$ cat src/rtl/bmm_pkg.sv
// ----------------------------------------------------------------------------
// bmm_pkg
// Shared types and constants of the block matrix multiply unit: default
// matrix size, element width, controller states and the command and status
// groups between controller and datapath.
// ----------------------------------------------------------------------------
`default_nettype none

package bmm_pkg;

	// Default matrix dimension (rows = columns)
	localparam int MATRIX_SIZE_DEF = 4;

	// Element and product width
	localparam int DATA_W = 32;

	// Width of the row and column fields on the result stream
	localparam int INDEX_FIELD_W = 2;

	// Controller states
	typedef enum logic [1:0] {
		ST_LOAD,
		ST_ISSUE,
		ST_DRAIN,
		ST_EMIT
	} bmm_state_t;

	// Controller to datapath
	typedef struct packed {
		logic wr_en;     // store one element pair
		logic rd_en;     // read one operand pair for a multiply-accumulate
		logic out_load;  // move the finished sum into the output register
		logic out_last;  // the sum being moved is the final one of the burst
	} bmm_cmd_t;

	// Datapath to controller
	typedef struct packed {
		logic pipe_busy; // multiply-accumulate pipeline still holds work
		logic out_free;  // output register can take a new item this cycle
	} bmm_status_t;

endpackage

`default_nettype wire

$ cat src/rtl/bmm_ram.sv
// ----------------------------------------------------------------------------
// bmm_ram
// Generic single-port-write, single-port-read RAM with registered read data.
// ----------------------------------------------------------------------------
`default_nettype none

module bmm_ram #(
	parameter int WIDTH = 32,
	parameter int DEPTH = 16
) (
	input  wire logic                     clk,
	input  wire logic                     wr_en,
	input  wire logic [$clog2(DEPTH)-1:0] wr_addr,
	input  wire logic [WIDTH-1:0]         wr_data,
	input  wire logic                     rd_en,
	input  wire logic [$clog2(DEPTH)-1:0] rd_addr,
	output logic      [WIDTH-1:0]         rd_data
);

	logic [WIDTH-1:0] mem_q [DEPTH];

	// Write port
	always_ff @(posedge clk) begin
		if (wr_en) begin
			mem_q[wr_addr] <= wr_data;
		end
	end

	// Registered read port
	always_ff @(posedge clk) begin
		if (rd_en) begin
			rd_data <= mem_q[rd_addr];
		end
	end

endmodule

`default_nettype wire

$ cat src/rtl/bmm_datapath.sv
// ----------------------------------------------------------------------------
// bmm_datapath
// Operand stores, multiply-accumulate pipeline and output register.
// Read, multiply and accumulate each take one register stage.
// ----------------------------------------------------------------------------
`default_nettype none

module bmm_datapath #(
	parameter int MATRIX_SIZE = bmm_pkg::MATRIX_SIZE_DEF,
	localparam int ELEM_COUNT = MATRIX_SIZE * MATRIX_SIZE,
	localparam int ADDR_W     = $clog2(ELEM_COUNT),
	localparam int IDX_W      = $clog2(MATRIX_SIZE)
) (
	input  wire logic                             clk,
	input  wire logic                             arst_n,
	input  wire bmm_pkg::bmm_cmd_t                cmd,
	output bmm_pkg::bmm_status_t                  status,
	input  wire logic [ADDR_W-1:0]                wr_addr,
	input  wire logic [ADDR_W-1:0]                rd_addr_left,
	input  wire logic [ADDR_W-1:0]                rd_addr_right,
	input  wire logic [IDX_W-1:0]                 out_row,
	input  wire logic [IDX_W-1:0]                 out_col,
	input  wire logic [bmm_pkg::DATA_W-1:0]       left_element,
	input  wire logic [bmm_pkg::DATA_W-1:0]       right_element,
	output logic                                  out_valid,
	input  wire logic                             out_ready,
	output logic [bmm_pkg::DATA_W-1:0]            product_value,
	output logic [bmm_pkg::INDEX_FIELD_W-1:0]     row_index,
	output logic [bmm_pkg::INDEX_FIELD_W-1:0]     col_index,
	output logic                                  last_flag
);

	logic [bmm_pkg::DATA_W-1:0] left_rdata;
	logic [bmm_pkg::DATA_W-1:0] right_rdata;
	logic [bmm_pkg::DATA_W-1:0] product;
	logic [bmm_pkg::DATA_W-1:0] prod_s2;
	logic [bmm_pkg::DATA_W-1:0] acc_q;
	logic                       valid_s1;
	logic                       valid_s2;
	logic                       out_valid_q;

	bmm_ram #(
		.WIDTH (bmm_pkg::DATA_W),
		.DEPTH (ELEM_COUNT)
	) u_left_ram (
		.clk     (clk),
		.wr_en   (cmd.wr_en),
		.wr_addr (wr_addr),
		.wr_data (left_element),
		.rd_en   (cmd.rd_en),
		.rd_addr (rd_addr_left),
		.rd_data (left_rdata)
	);

	bmm_ram #(
		.WIDTH (bmm_pkg::DATA_W),
		.DEPTH (ELEM_COUNT)
	) u_right_ram (
		.clk     (clk),
		.wr_en   (cmd.wr_en),
		.wr_addr (wr_addr),
		.wr_data (right_element),
		.rd_en   (cmd.rd_en),
		.rd_addr (rd_addr_right),
		.rd_data (right_rdata)
	);

	// Low half of the product; identical for signed and unsigned operands
	assign product = left_rdata * right_rdata;

	// Track operand pairs through the pipeline
	always_ff @(posedge clk or negedge arst_n) begin
		if (!arst_n) begin
			valid_s1 <= 1'b0;
			valid_s2 <= 1'b0;
		end else begin
			valid_s1 <= cmd.rd_en;
			valid_s2 <= valid_s1;
		end
	end

	// Register the product
	always_ff @(posedge clk) begin
		if (valid_s1) begin
			prod_s2 <= product;
		end
	end

	// Accumulate; clear once the sum has moved to the output
	always_ff @(posedge clk or negedge arst_n) begin
		if (!arst_n) begin
			acc_q <= '0;
		end else if (cmd.out_load) begin
			acc_q <= '0;
		end else if (valid_s2) begin
			acc_q <= acc_q + prod_s2;
		end
	end

	// Output register valid
	always_ff @(posedge clk or negedge arst_n) begin
		if (!arst_n) begin
			out_valid_q <= 1'b0;
		end else if (cmd.out_load) begin
			out_valid_q <= 1'b1;
		end else if (out_ready) begin
			out_valid_q <= 1'b0;
		end
	end

	// Output register payload
	always_ff @(posedge clk) begin
		if (cmd.out_load) begin
			product_value <= acc_q;
			row_index     <= bmm_pkg::INDEX_FIELD_W'(out_row);
			col_index     <= bmm_pkg::INDEX_FIELD_W'(out_col);
			last_flag     <= cmd.out_last;
		end
	end

	assign out_valid        = out_valid_q;
	assign status.pipe_busy = valid_s1 | valid_s2;
	assign status.out_free  = !out_valid_q || out_ready;

endmodule

`default_nettype wire

$ cat src/rtl/bmm_controller.sv
// ----------------------------------------------------------------------------
// bmm_controller
// Sequencer for load, multiply-accumulate and emit. Holds the load count
// and the row, column and inner-index counters and drives the datapath.
// ----------------------------------------------------------------------------
`default_nettype none

module bmm_controller #(
	parameter int MATRIX_SIZE = bmm_pkg::MATRIX_SIZE_DEF,
	localparam int ELEM_COUNT = MATRIX_SIZE * MATRIX_SIZE,
	localparam int ADDR_W     = $clog2(ELEM_COUNT),
	localparam int IDX_W      = $clog2(MATRIX_SIZE)
) (
	input  wire logic                  clk,
	input  wire logic                  arst_n,
	input  wire logic                  in_valid,
	output logic                       in_ready,
	input  wire bmm_pkg::bmm_status_t  status,
	output bmm_pkg::bmm_cmd_t          cmd,
	output logic [ADDR_W-1:0]          wr_addr,
	output logic [ADDR_W-1:0]          rd_addr_left,
	output logic [ADDR_W-1:0]          rd_addr_right,
	output logic [IDX_W-1:0]           out_row,
	output logic [IDX_W-1:0]           out_col
);

	bmm_pkg::bmm_state_t state_q;
	bmm_pkg::bmm_state_t state_d;

	logic [ADDR_W-1:0] load_cnt_q;
	logic [IDX_W-1:0]  row_q;
	logic [IDX_W-1:0]  col_q;
	logic [IDX_W-1:0]  k_q;
	logic              load_done;
	logic              k_done;
	logic              col_done;
	logic              row_done;

	assign load_done = (load_cnt_q == ADDR_W'(ELEM_COUNT - 1));
	assign k_done    = (k_q == IDX_W'(MATRIX_SIZE - 1));
	assign col_done  = (col_q == IDX_W'(MATRIX_SIZE - 1));
	assign row_done  = (row_q == IDX_W'(MATRIX_SIZE - 1));

	// Next state
	always_comb begin
		state_d = state_q;
		unique case (state_q)
			bmm_pkg::ST_LOAD: begin
				if (in_valid && load_done) begin
					state_d = bmm_pkg::ST_ISSUE;
				end
			end
			bmm_pkg::ST_ISSUE: begin
				if (k_done) begin
					state_d = bmm_pkg::ST_DRAIN;
				end
			end
			bmm_pkg::ST_DRAIN: begin
				if (!status.pipe_busy) begin
					state_d = bmm_pkg::ST_EMIT;
				end
			end
			bmm_pkg::ST_EMIT: begin
				if (status.out_free) begin
					state_d = (row_done && col_done) ? bmm_pkg::ST_LOAD : bmm_pkg::ST_ISSUE;
				end
			end
			default: state_d = bmm_pkg::ST_LOAD;
		endcase
	end

	// Outputs
	always_comb begin
		in_ready     = 1'b0;
		cmd.wr_en    = 1'b0;
		cmd.rd_en    = 1'b0;
		cmd.out_load = 1'b0;
		cmd.out_last = 1'b0;
		unique case (state_q)
			bmm_pkg::ST_LOAD: begin
				in_ready  = 1'b1;
				cmd.wr_en = in_valid;
			end
			bmm_pkg::ST_ISSUE: begin
				cmd.rd_en = 1'b1;
			end
			bmm_pkg::ST_DRAIN: begin
			end
			bmm_pkg::ST_EMIT: begin
				cmd.out_load = status.out_free;
				cmd.out_last = row_done && col_done;
			end
			default: begin
			end
		endcase
	end

	// Operand addresses: left walks a row, right walks a column
	assign wr_addr       = load_cnt_q;
	assign rd_addr_left  = ADDR_W'(ADDR_W'(row_q) * ADDR_W'(MATRIX_SIZE) + ADDR_W'(k_q));
	assign rd_addr_right = ADDR_W'(ADDR_W'(k_q) * ADDR_W'(MATRIX_SIZE) + ADDR_W'(col_q));
	assign out_row       = row_q;
	assign out_col       = col_q;

	// State register
	always_ff @(posedge clk or negedge arst_n) begin
		if (!arst_n) begin
			state_q <= bmm_pkg::ST_LOAD;
		end else begin
			state_q <= state_d;
		end
	end

	// Advance the load count; wrap after the final element
	always_ff @(posedge clk or negedge arst_n) begin
		if (!arst_n) begin
			load_cnt_q <= '0;
		end else if (cmd.wr_en) begin
			load_cnt_q <= load_done ? '0 : load_cnt_q + ADDR_W'(1);
		end
	end

	// Advance the inner index per issued operand pair
	always_ff @(posedge clk or negedge arst_n) begin
		if (!arst_n) begin
			k_q <= '0;
		end else if (cmd.rd_en) begin
			k_q <= k_done ? '0 : k_q + IDX_W'(1);
		end
	end

	// Advance column and row per emitted item
	always_ff @(posedge clk or negedge arst_n) begin
		if (!arst_n) begin
			row_q <= '0;
			col_q <= '0;
		end else if (cmd.out_load) begin
			if (col_done) begin
				col_q <= '0;
				row_q <= row_done ? '0 : row_q + IDX_W'(1);
			end else begin
				col_q <= col_q + IDX_W'(1);
			end
		end
	end

endmodule

`default_nettype wire

$ cat src/rtl/block_matrix_multiply_unit.sv
// Throughput: one element pair loads per cycle while the unit is in its load
// state; after the final pair each of the N*N results is formed by N operand
// reads through one shared multiply-accumulate pipeline, its drain and an emit
// step, and the next load waits until the final result is moved out. Reset
// clears control state and the accumulator only; operand stores hold garbage
// until the first load and need no clearing pass.
// ----------------------------------------------------------------------------
// block_matrix_multiply_unit
// Streaming N x N signed integer matrix multiplier. Loads both matrices in
// row-major order, then emits the product row-major, wrapping modulo 2^32.
// ----------------------------------------------------------------------------
`default_nettype none

module block_matrix_multiply_unit #(
	parameter int MATRIX_SIZE = bmm_pkg::MATRIX_SIZE_DEF
) (
	input  wire logic        clk,
	input  wire logic        arst_n,
	input  wire logic        s_axis_tvalid,
	output logic             s_axis_tready,
	input  wire logic [63:0] s_axis_tdata,  // left_element[31:0], right_element[63:32]
	output logic             m_axis_tvalid,
	input  wire logic        m_axis_tready,
	output logic [39:0]      m_axis_tdata,  // product_value[31:0], row_index[33:32],
	                                        // col_index[35:34], zero[39:36]
	output logic             m_axis_tlast
);

	localparam int ELEM_COUNT = MATRIX_SIZE * MATRIX_SIZE;
	localparam int ADDR_W     = $clog2(ELEM_COUNT);
	localparam int IDX_W      = $clog2(MATRIX_SIZE);

	bmm_pkg::bmm_cmd_t    cmd;
	bmm_pkg::bmm_status_t status;

	logic [ADDR_W-1:0]                    wr_addr;
	logic [ADDR_W-1:0]                    rd_addr_left;
	logic [ADDR_W-1:0]                    rd_addr_right;
	logic [IDX_W-1:0]                     out_row;
	logic [IDX_W-1:0]                     out_col;
	logic [bmm_pkg::DATA_W-1:0]           product_value;
	logic [bmm_pkg::INDEX_FIELD_W-1:0]    row_index;
	logic [bmm_pkg::INDEX_FIELD_W-1:0]    col_index;

	bmm_controller #(
		.MATRIX_SIZE (MATRIX_SIZE)
	) u_ctrl (
		.clk           (clk),
		.arst_n        (arst_n),
		.in_valid      (s_axis_tvalid),
		.in_ready      (s_axis_tready),
		.status        (status),
		.cmd           (cmd),
		.wr_addr       (wr_addr),
		.rd_addr_left  (rd_addr_left),
		.rd_addr_right (rd_addr_right),
		.out_row       (out_row),
		.out_col       (out_col)
	);

	bmm_datapath #(
		.MATRIX_SIZE (MATRIX_SIZE)
	) u_dp (
		.clk           (clk),
		.arst_n        (arst_n),
		.cmd           (cmd),
		.status        (status),
		.wr_addr       (wr_addr),
		.rd_addr_left  (rd_addr_left),
		.rd_addr_right (rd_addr_right),
		.out_row       (out_row),
		.out_col       (out_col),
		.left_element  (s_axis_tdata[31:0]),
		.right_element (s_axis_tdata[63:32]),
		.out_valid     (m_axis_tvalid),
		.out_ready     (m_axis_tready),
		.product_value (product_value),
		.row_index     (row_index),
		.col_index     (col_index),
		.last_flag     (m_axis_tlast)
	);

	// Pack the result item
	assign m_axis_tdata = {4'b0000, col_index, row_index, product_value};

	// No new result right after the final one of a burst is taken
	assert property (@(posedge clk) disable iff (!arst_n)
		(m_axis_tvalid && m_axis_tready && m_axis_tlast) |=> !m_axis_tvalid)
		else $error("result follows the final item of a burst");

	// Loading never overlaps multiply-accumulate work
	assert property (@(posedge clk) disable iff (!arst_n)
		s_axis_tready |-> !status.pipe_busy)
		else $error("input accepted while the pipeline is busy");

	// A sum is emitted only once every product has been accumulated
	assert property (@(posedge clk) disable iff (!arst_n)
		cmd.out_load |-> !status.pipe_busy)
		else $error("sum emitted before the pipeline drained");

	// Operand reads never coincide with stores
	assert property (@(posedge clk) disable iff (!arst_n)
		!(cmd.rd_en && cmd.wr_en))
		else $error("operand read during a load");

endmodule

`default_nettype wire

$ cat config.mk
export PLATFORM = sky130hd
export DESIGN_NAME = block_matrix_multiply_unit
export DESIGN_NICKNAME = d
export VERILOG_FILES = /design/src/rtl/bmm_pkg.sv /design/src/rtl/bmm_ram.sv /design/src/rtl/bmm_datapath.sv /design/src/rtl/bmm_controller.sv /design/src/rtl/block_matrix_multiply_unit.sv
export SDC_FILE = /design/constraint.sdc
export NUM_CORES = 2
export LEC_CHECK = 0
export BUFFER_PORTS_ARGS = -buffer_cell sky130_fd_sc_hd__buf_2
export CAP_MARGIN = 5
export CELL_PAD_IN_SITES_DETAIL_PLACEMENT = 0
export CELL_PAD_IN_SITES_GLOBAL_PLACEMENT = 1
export CORE_MARGIN = 4
export CORE_UTILIZATION = 33
export DETAILED_ROUTE_END_ITERATION = 6
export PLACE_DENSITY = 0.63
export SLEW_MARGIN = 25
export SYNTH_ARGS = -nofsm -noshare
export SYNTH_HDL_FRONTEND = slang
export SYNTH_SLANG_ARGS = --single-unit
$ cat constraint.sdc
create_clock -name clk -period 15 [get_ports clk]
set_input_delay 0.75 -clock clk [delete_from_list [all_inputs] [get_ports clk]]
set_output_delay 0.75 -clock clk [all_outputs]
set_load 0.02 [all_outputs]
Word-level counts from Yosys, hierarchy flattened
Memories as Yosys holds them, arrays and structs flattened. A register that Yosys moved wholly into a read port is not among the register bits.
Cells that the tools add are included.
- flip-flop bits (word level): 116
- memory bits (writable): 1024
- input port bits: 68
- output and inout bits: 43
- word-level logic and storage cells: 65
- memories: 2
- add/sub/neg operators: 7
- $mul: 1
- equality and inequality tests: 11
- mux-type cells: 20
- bitwise logic cells: 1
- reduce and logical (&&, ||, !) cells: 9
- memory list (name ; words ; width ; read ports ; clocked after memory_dff ; wr ports ; line ; RTL):
    u_dp.u_left_ram.mem_q ; 16 ; 32 ; 1 ; 1 ; 1 ; bmm_ram.sv:20 ; logic [WIDTH-1:0] mem_q [DEPTH];
    u_dp.u_right_ram.mem_q ; 16 ; 32 ; 1 ; 1 ; 1 ; bmm_ram.sv:20 ;
- operator list (kind ; number):
    $mux W32 ; 2
    $add A32 B32 Y32 ; 1
    $mul A32 B32 Y32 ; 1
    $mux W2 ; 8
    $eq A2 B2 Y1 const B ; 5
    $add A4 B2 Y4 ; 2
    $mux W1 ; 8
    $pmux W2 S4 ; 1
    $add A2 B1 Y2 const B ; 3
    $ne A2 B1 Y1 const B ; 3
    $add A4 B1 Y4 const B ; 1
    $eq A4 B4 Y1 const B ; 1
    $mux W4 ; 1
    $reduce_and A4 Y1 ; 1
    $reduce_bool A2 Y1 ; 2
    $eq A2 B1 Y1 const B ; 1
    $logic_and A1 B1 Y1 ; 2
    $logic_not A2 Y1 ; 1
    $ne A2 B2 Y1 const B ; 1
    $reduce_and A2 Y1 ; 1
    $logic_not A1 Y1 ; 1
    $logic_or A1 B1 Y1 ; 1
    $or A1 B1 Y1 ; 1

Logic depth before layout (Yosys ltp)
- depth after elaboration: 5
- depth in mapped cells: 27
- depth with buffers taken out: 25

Modules after synthesis
Synthesis repeated with hierarchy kept, for this count alone.
- cell total of the unflattened synthesis: 3880
- area total of the unflattened synthesis: 61665.4 um^2
- modules (own cells, without submodules) (module ; times used ; cells an instance ; area an instance (um^2) ; seq. area each (um^2)):
    bmm_ram ; 2 ; 838 ; 20174.3 ; 16335.7
    bmm_datapath ; 1 ; 2133 ; 20563.5 ; 2947.8
    bmm_controller ; 1 ; 66 ; 719.4 ; 300.3
    block_matrix_multiply_unit ; 1 ; 5 ; 33.8 ; 0.0

Least setup slack after synthesis
OpenSTA, ideal clock, no wires.
- path kind: reg-to-reg
- start point: register u_dp.u_right_ram.rd_data[2] (read register of u_dp.u_right_ram.mem_q)
- end point: register u_dp.prod_s2[25] (netlist name), data pin
- data arrival time: 6384 ps
- data required time: 14742 ps
- path slack: 8358 ps
- stages on the path, launching flop included: 24
- buffers on the path: 2
- clock period less this slack: 6642 ps
- path through: edfxtp_1 > clkbuf_1 > clkbuf_1 > nand2_1 > fa_1 > fa_1 > fa_1 > fa_1 > inv_1 > fa_1 > inv_1 > fa_1 > inv_1 > fa_1 > fa_1 > ha_1 > a21o_1 > a21oi_1 > nand3_1 > a21o_1 > a31oi_1 > o21bai_1 > a21oi_1 > xnor2_1
- longest elaborated chain between the ends: 1
- ends and longest elaborated chain (what ; line ; RTL):
    start: declaration ; bmm_ram.sv:17 ; output logic [WIDTH-1:0] rd_data
    $mul A32 B32 Y32 ; bmm_datapath.sv:69 ; assign product = left_rdata * right_rdata;
    net u_dp.product (one bit) ; bmm_datapath.sv:35 ; logic [bmm_pkg::DATA_W-1:0] product;
    end signal: assignment ; bmm_datapath.sv:85 ; prod_s2 <= product;
    end: declaration ; bmm_datapath.sv:36 ; logic [bmm_pkg::DATA_W-1:0] prod_s2;
The timed path passes the listed nets, and every way through them passes these cells.
A chain may end at the register's enable or synchronous reset.

Worst setup path in the final report
- start point: register u_dp.u_left_ram.rd_data[10] (read register of u_dp.u_left_ram.mem_q)
- end point: register u_dp.prod_s2[31] (netlist name), data pin
- longest elaborated chain between the ends: 1
- ends and longest elaborated chain (what ; line):
    start: declaration ; bmm_ram.sv:17
    $mul A32 B32 Y32 ; bmm_datapath.sv:69
    net u_dp.product (one bit) ; bmm_datapath.sv:35
The timed path passes the listed nets, and every way through them passes these cells.

==> flow_results.org <==
** Floorplan
- The floorplan step set the die width to roughly 440 um.
- Count of standard-cell rows :: roughly 160
- For this design the top-level I/O count stands at roughly 110.
- Y dimension of the die :: between 400 and 500 um
- Once the floorplan was initialized, standard cells occupied between 30% and 40% of the core.
- The region available for standard cell placement spans around 190000 um2.
- The floorplan step defined a die boundary enclosing just under 200000 um2.

** Clock tree
- TritonCTS built the clock tree.
- In this run, post-CTS repair resized a total of 0 instances.
- Worst-Skew Late Latency :: 800 ps
- Clock tree synthesis inserted a total of 130 buffers.
- Maximum number of buffers from clock root to sink :: 3
- Hold bufs inserted after CTS :: 0
- H-tree level count :: 4
- Buffers added to address setup during post-CTS repair amount to 0.
- For this design, the sink count on the clock tree is ~1200.
- The cell sitting at the root of the clock tree is a clkbuf_16.
- Register clock-pin slew on the reported worst setup and hold paths :: around 70 ps

** Layout
- Fraction of final layout cells sized beyond drive strength 1 :: around 18%
- The top cell types in the final layout, fill and taps aside, are edfxtp_1 (1157), fa_1 (409), inv_1 (400).
- For this run, the post-layout net count is about 4500.
- Area added between synthesis and finish :: 12.4%
- Most common cell after layout, fill and taps aside :: edfxtp_1

** Worst setup path
- For the worst setup path, the data arrival time is 8100 ps.
- STA classifies the critical path endpoint as a flop.
- Along the worst path, the maximum fanout reaches 22.
- Type of origin of the critical path :: flop
- Startpoint-to-endpoint class of the critical path :: flop to flop
- Data required time at the worst endpoint :: approximately 16000 ps

** Placement
- Buffers placed on the I/O ports in this run total 106.
- HPWL reported at the end of detailed placement :: 92.3 mm
- Weighted congestion reported at the end of routability-driven placement :: 0.779

** Synthesis
- Synth Warn # :: 0
- The synthesized netlist devotes between 10% and 20% of its cell area to adder and majority cells.
- Distinct cell type count after synthesis :: 63
- Among all flip-flop cells after synthesis, the most frequent one is edfxtp_1.
- Of the total synthesized cell area, the portion taken by XOR and XNOR cells is 1.49%.
- Of all flip-flops after synthesis, the portion carrying an async set or reset was under 10%.
- Register area share after synthesis :: about 58%
- Simple-Gate Fraction of Synth Area :: about 6%
- Count of flip-flops with a built-in enable after synthesis :: about 1200
- Area fraction in compound gates after synthesis :: under 10%
- Synthesis produced 3694 cells.
- Measured against the total synthesized area, the mux share comes to 12.0%.
- Register bit count reported by yosys :: 1204
- Post-synth design cell area :: a little over 60000 um2
- By area, the combinational part of the netlist is dominated by adder cells.
- In this run the mean area of a mapped cell was 16.7 um2.

** Detailed routing
- Top metal layer carrying routed signals :: met5
- Wire segments on met2 add up to ~75 mm in the final route.
- After detailed routing, the number of remaining DRC violations is 0.
- Routed met1 length :: between 60 and 70 mm
- Drt initial violations :: between 2000 and 2500
- Using the TritonRoute via totals, the vias-per-cell ratio works out to 4.86.
- The first detailed-routing pass took 5 iterations.
- In the final routed layout, each cell accounts on average for 23.2 um.
- The final route contains ~31000 vias.
- The detail route stage leaves a number of antenna-violating nets equal to 0.
- The routed design uses about 6.4 mm of met3 wire.
- Routed wire length :: 149 mm

** Global route
- Entering global routing, the biggest net connects 88 pins.
- All-layer global routing usage :: ~16%
- The via count of the first global-routing pass is 33700.
- Wire length of the first global-routing pass :: approximately 220 mm
- The number of antenna violations at the first check in global routing was 27.
- Summed over all layers, the global routing overflow is 0.

** Timing
- F_max :: 132 MHz
- In the final timing run, aggregate negative setup slack is 0 ps.
- Final Cycle Share :: 50.4%
- The final-report max-slew violation count was 0.
- Transition time of the tightest slew-check pin :: about 1100 ps
- Setup repair after global routing missed its margin :: false
- Between clock sinks in the finished design, the worst skew comes to approximately 54 ps.
- The worst path in the final design needs a cycle of approximately 7600 ps, including I/O delays and setup.
- Setup Viol. Count Final :: 0
- The final number of hold-violating endpoints came to 0.
- Max-Slew Margin vs Limit :: ~30%

** Run
- Number of violations of the max-capacitance limit :: 0

** Run status
- The run finished with clean final reports.

** Hold path
- In this run the worst hold path is classified as input pin to asynchronous set/reset pin.
-- cell type report --
type	count	area, um2
fillers	17400	116000
clock buffers	168	3470
repair buffers	154	920
flip-flops and latches	1204	35900
clock inverters	66	674
multi-input cells	1918	23500
diodes	8	20.0
well taps	2480	3100
inverters	402	1510
-- path summary, 6_finish.rpt --
kind | from | end | slack [ps] | cells past startpoint
setup / recovery | u_dp.u_left_ram.rd_data[10]$_DFFE_PP_ | u_dp.prod_s2[31]$_DFFE_PP_ | 7440 | 20
hold / removal | arst_n | u_dp.acc_q[19]$_DFFE_PN0P_ | 100 | 2
setup reg to reg | u_dp.u_left_ram.rd_data[10]$_DFFE_PP_ | u_dp.prod_s2[31]$_DFFE_PP_ | 7440 | 20
hold reg to reg | u_dp.acc_q[14]$_DFFE_PN0P_ | u_dp.product_value[14]$_DFFE_PP_ | 490 | 0
max in group asynchronous | arst_n | u_ctrl.k_q[1]$_DFFE_PN0P_ | 14350 | 2
min in group clk | s_axis_tvalid | u_ctrl.wr_addr[2]$_DFFE_PN0P_ | 310 | 3
-- per-layer routing --
metal,vias up,GRT usage [%]
li1,13600,-
met1,16700,21.0
met4,10,3.70
met5,-,0
met2,627,26.4
met3,181,2.60
-- through the flow --
stage / setup WS, ps / instance area (um2) / instances / hold WS, ps / util (%)
after floorplan: 8360 / 61600 / 3697 / 445 / -
after global placement: 7320 / 65000 / 6157 / 478 / 35.0
after detailed placement: 7330 / 65000 / 6157 / 480 / 35.0
after CTS: 7360 / 69100 / 6391 / 46.6 / 37.3
after global routing: 7050 / 69200 / 6393 / 120 / 37.3
final: 7440 / 69200 / 6400 / 96.8 / 37.3
-- worst max-delay path, stage by stage, from the launching register on --
cell      delay [ps]
edfxtp_1        1040
and2_1           260
fa_1             460
fa_1             460
fa_1             500
inv_1             50
fa_1             500
inv_1             60
fa_1             480
fa_1             580
fa_1             430
fa_1             450
ha_1             410
a21o_1           140
a21oi_1           90
and3_1           200
a21oi_1          240
nand3_1          120
o2111a_1         190
a21oi_1          510
xnor2_1          120
-- flip-flops by register name, summed over array words and instances, names as in the netlist, 2 cells and up --
name                      flops
u_ctrl.k_q                    2
u_dp.row_index                2
u_dp.col_index                2
u_dp.product_value           32
u_dp.acc_q                   32
u_dp.u_right_ram.rd_data     32
u_dp.u_left_ram.mem_q       512
u_ctrl.state_q                2
u_dp.u_left_ram.rd_data      32
u_dp.prod_s2                 32
u_ctrl.out_row                2
u_dp.u_right_ram.mem_q      512
u_ctrl.wr_addr                4
u_ctrl.out_col                2
-- synthesized netlist by cell type (47+ instances only) --
master | count | area (um2)
fa_1 | 409 | 8190
clkbuf_1 | 137 | 514
nand2_1 | 266 | 998
mux4_2 | 320 | 7210
edfxtp_1 | 1157 | 34700
and2_1 | 310 | 1940
nor2_1 | 50 | 188
xnor2_1 | 83 | 727
ha_1 | 165 | 2060
dfrtp_1 | 47 | 1180
inv_1 | 401 | 1510
a21oi_1 | 54 | 270
-- cells by family after synthesis --
family | count (synthesis)
DFF | 1204
AOI/OAI and AO/OA | 183
buffers and inverters | 575
other | 1
adders and majority gates | 574
and+or+nand+nor | 713
xor gates and xnor gates | 105
muxes | 339
Power is not shown: default switching activity piles up to over one toggle a cycle in this logic, so the estimate is an artifact.
